## src/rtl/aligned_stack_allocator_macros.svh

```systemverilog
// Assertion macros for the aligned stack allocator.
// Included by every RTL file that carries concurrent assertions.
`ifndef ALIGNED_STACK_ALLOCATOR_MACROS_SVH
`define ALIGNED_STACK_ALLOCATOR_MACROS_SVH
`ifndef SYNTHESIS
`define ASA_ASSERT(lbl, clk, rst, prop, msg) \
  lbl: assert property (@(posedge clk) disable iff (rst) prop) else $error(msg);
`define ASA_ASSERT_NEXT(lbl, clk, rst, pre, post, msg) \
  lbl: assert property (@(posedge clk) disable iff (rst) (pre) |=> (post)) else $error(msg);
`else
`define ASA_ASSERT(lbl, clk, rst, prop, msg)
`define ASA_ASSERT_NEXT(lbl, clk, rst, pre, post, msg)
`endif
`endif

```

## src/rtl/asa_ram.sv

```systemverilog
// Generic simple dual-port RAM, one write port and one registered read port.
// No dependencies.
`default_nettype none
module asa_ram #(
  parameter int WIDTH = 8,
  parameter int DEPTH = 16
) (
  input  wire logic                     clk,
  input  wire logic                     we,
  input  wire logic [$clog2(DEPTH)-1:0] wr_addr,
  input  wire logic [WIDTH-1:0]         wr_data,
  input  wire logic [$clog2(DEPTH)-1:0] rd_addr,
  output logic      [WIDTH-1:0]         rd_data
);

  logic [WIDTH-1:0] mem [DEPTH];

  always_ff @(posedge clk) begin
    if (we) begin
      mem[wr_addr] <= wr_data;
    end
    rd_data <= mem[rd_addr];
  end

endmodule
`default_nettype wire

```

## config.mk

```make
export PLATFORM = sky130hd
export DESIGN_NAME = asa_ram
export DESIGN_NICKNAME = d
export VERILOG_FILES = /design/src/rtl/aligned_stack_allocator_macros.svh /design/src/rtl/asa_ram.sv
export SDC_FILE = /design/constraint.sdc
export NUM_CORES = 1
export LEC_CHECK = 0
export BUFFER_PORTS_ARGS = -buffer_cell sky130_fd_sc_hd__buf_4
export CAP_MARGIN = 20
export CORE_ASPECT_RATIO = 0.8
export CORE_UTILIZATION = 40
export CTS_CLUSTER_SIZE = 40
export DETAILED_ROUTE_END_ITERATION = 10
export PLACE_DENSITY_LB_ADDON = 0.1
export SYNTH_ARGS = -nofsm -noshare
export SYNTH_HDL_FRONTEND = slang
export SYNTH_SLANG_ARGS = --single-unit
```

## constraint.sdc

```tcl
create_clock -name clk -period 4.9 [get_ports clk]
set_input_delay 0.49 -clock clk [delete_from_list [all_inputs] [get_ports clk]]
set_output_delay 0.49 -clock clk [all_outputs]
set_load 0.1 [all_outputs]
```

==> results.md <==
- Status: completed
- GPL Wtd Cong: 0.7091
- Clock power frac: 47.9%
- NumNets Final: 284
- Global-route wire length before repair: 15.35 mm
- Grt ovf: 0
- Die height: 103.5 µm
- Number of global-route vias before repair: 2379
- Max_cap viols: 0
- Avg Vias per Cell: 5.200
- GRT Util Overall: 17.64%
- Post-CTS Setup Bufs: 0
- Syn_nets: 247
- Core ar.: 12340 µm²
- Crit-path max FO: 8
- Yosys reg bits: 136
- Hold slack: 0.3871 ns
- Final worst path period share: 39.54%
- Worst slew margin: 27.80%
- TNS Setup: 0 ns
- Dpl ws: 2.537 ns
- WL/cell: 23.43 µm
- Synth Area per Inst: 22.48 µm²
- CP required: 4.93 ns
- Final Skew: 0.009101 ns
- Post-DP HPWL: 6.243 mm
- Fraction of layout cells with a size suffix above 1: 28.32%
- Part of the power in registers: 45.8%
- Row count: 36
- Via count: 2340
- HP Class: in -> reg
- Starting density of the core: 41.71%
- Die W: 128.8 µm
- Synthesis-to-layout area growth: 19.18%
- I/O pins: 26
- Logic pwr share: 6.4%
- H-tree depth: 4
- Inserted Diodes: 0
- Startpoint Class: input pin
- Mapped Cells: 229
- Max Freq: 0.5162 GHz
- Slew Viols, Final: 0
- CTS tree: done
- Post-Synth Adder-Cell Area: 0%
- Sink Count: 136
- CTS Buf Count: 17
- Antenna-violating nets left: 0
- Int Power: 2.261 mW
- TritonRoute pass-1 iters: 4
- RSZ-0062 raised after global routing: no
- Cell Area, Synth: 5147 µm²
- Clock slew at reported path FFs: 0.06 ns
- Full die area: 13330 µm²
- Max Root-Sink Buffers: 2
- Final hold vios: 0
- Main combinational cell family by area after synthesis: multiplexers
- WS Path Type: in -> reg
- CTS root buffer: clkbuf_16
- Placed cell area: 5485 µm²
- Max VDD drop: 0.2682 mV
- Final setup margin: 2.963 ns
- Crit path DAT: 1.96 ns
- Post-Route WL: 10.54 mm
- Largest net degree at the start of global routing: 33
- Sequential element share of the synthesized area: 77.78%
- Cts hold-fix bufs: 0
- Synth Area in Compound Gates: 2.333%
- Post_cts resized: 0
- Final non-filler cell area: 6135 µm²
- CP Capture Type: flop
- Post-synthesis cell type count: 19
- Initial drt markers: 187
- PD cells: 465.7 nW/µm²
- Total number of yosys warnings: 0
- Initial antenna violation count: 0
- Worst Tran Pin Value: 1.075 ns
- Xor-xnor portion of the synthesized cell area: 0%
- Port Buf Inserts: 25
- P_leak: 2.049 nW
- Mux cell area share after synthesis: 15.02%
- Clock Latency Late Sink: 0.41 ns
- Sw Ratio: 20.84%
- Final setup fails: 0
- Simple-gate portion of the synthesized area: 3.184%
- Fillers: 1044
- Psw: 595.3 µW
- DRC viols: 0
- Post-layout minimum cycle time: 1.937 ns
[Yosys cell counts]
library cell / count / area share (%)
nor2_1: 13 / 0.95
nand3b_1: 2 / 0.29
nand3_1: 1 / 0.097
nor2b_1: 1 / 0.12
edfxtp_1: 128 / 75
nand2b_1: 2 / 0.24
nand2_1: 9 / 0.66
a22oi_1: 16 / 2.3
buf_2: 3 / 0.29
and2_1: 1 / 0.12
dfxtp_1: 8 / 3.1
buf_6: 3 / 0.66
mux4_1: 14 / 7.1
nor3_1: 4 / 0.39
buf_4: 1 / 0.15
and2b_1: 1 / 0.15
or3b_2: 1 / 0.17
mux4_2: 18 / 7.9
clkdlybuf4s25_2: 3 / 0.58
[final timing paths]
| check | startpoint | end | slack (ns) | cells after the start |
|---|---|---|---|---|
| min | wr_data[3] | mem[6][3] | 0.39 | 1 |
| min reg2reg | mem[12][1] | rd_data[1] | 0.67 | 3 |
| max | wr_addr[2] | mem[0][1] | 2.96 | 3 |
| max reg2reg | mem[2][2] | rd_data[2] | 3.50 | 3 |
[cells by family (layout without fill, tap and decap cells)]
logic type             count (synthesis)  after routing
multiplexers                          32             32
flip-flops                           136            136
AO/OA/AOI/OAI                         16             16
buffers and inverters                 10             60
AND/OR/NAND/NOR                       35             35
[placed cells by master (no fill, tap or decap)]
master / synthesis / final
clkinvlp_4: 0 / 1
dfxtp_1: 8 / 8
nor2_1: 13 / 13
nand3b_1: 2 / 2
edfxtp_1: 128 / 128
clkbuf_8: 0 / 4
and2b_1: 1 / 1
clkinv_2: 0 / 3
clkbuf_16: 0 / 17
nand2b_1: 2 / 2
bufinv_16: 0 / 4
nor3_1: 4 / 4
buf_4: 1 / 28
and2_1: 1 / 1
mux4_1: 14 / 14
nand2_1: 9 / 9
a22oi_1: 16 / 16
nor2b_1: 1 / 1
clkinv_4: 0 / 3
nand3_1: 1 / 1
mux4_2: 18 / 18
or3b_2: 1 / 1
[registers in the layout, indices dropped and copies added, names as in the netlist]
name,count
mem,128
rd_data,8
[final cells by class]
cell class | count | area, µm² | area share, %
clock inverter | 11 | 168.9 | 2.753
sequential | 136 | 4004 | 65.27
tap | 171 | 214.0 | 3.488
clock buffer | 21 | 480.5 | 7.832
multi-input combinational | 83 | 1057 | 17.23
timing repair buffer | 28 | 210.2 | 3.426
[power by group through the flow]
stage | registers, mW | logic [mW] | clock network [mW]
2_1_floorplan | 1.39 | 0.0660 | 0
3_3_place_gp | 1.33 | 0.183 | 0
3_5_place_dp | 1.33 | 0.184 | 0
4_1_cts | 1.31 | 0.184 | 1.38
5_1_grt | 1.31 | 0.193 | 1.44
6_report | 1.31 | 0.182 | 1.37
[through the flow]
stage | util [%] | instances | power (mW)
after floorplan | - | 229 | 1.453
after global placement | 44.44 | 418 | 1.515
after detailed placement | 44.44 | 418 | 1.517
after CTS | 49.71 | 450 | 2.875
after global routing | 49.71 | 450 | 2.938
final | 49.71 | 450 | 2.857
[layer usage]
layer / global-route usage (%) / vias to the layer above / wire length [µm]
met5: 0 / - / 0
met4: 6.244 / 0 / 57
met3: 4.681 / 6 / 651
met2: 25.61 / 53 / 4830
met1: 25.84 / 1236 / 5004
li1: - / 1045 / -
[critical path, stage by stage]
cell and delay (ns):
buf_4 0.12, or3b_2 0.51, nor3_1 0.84
(Power assumes the default switching activity.)
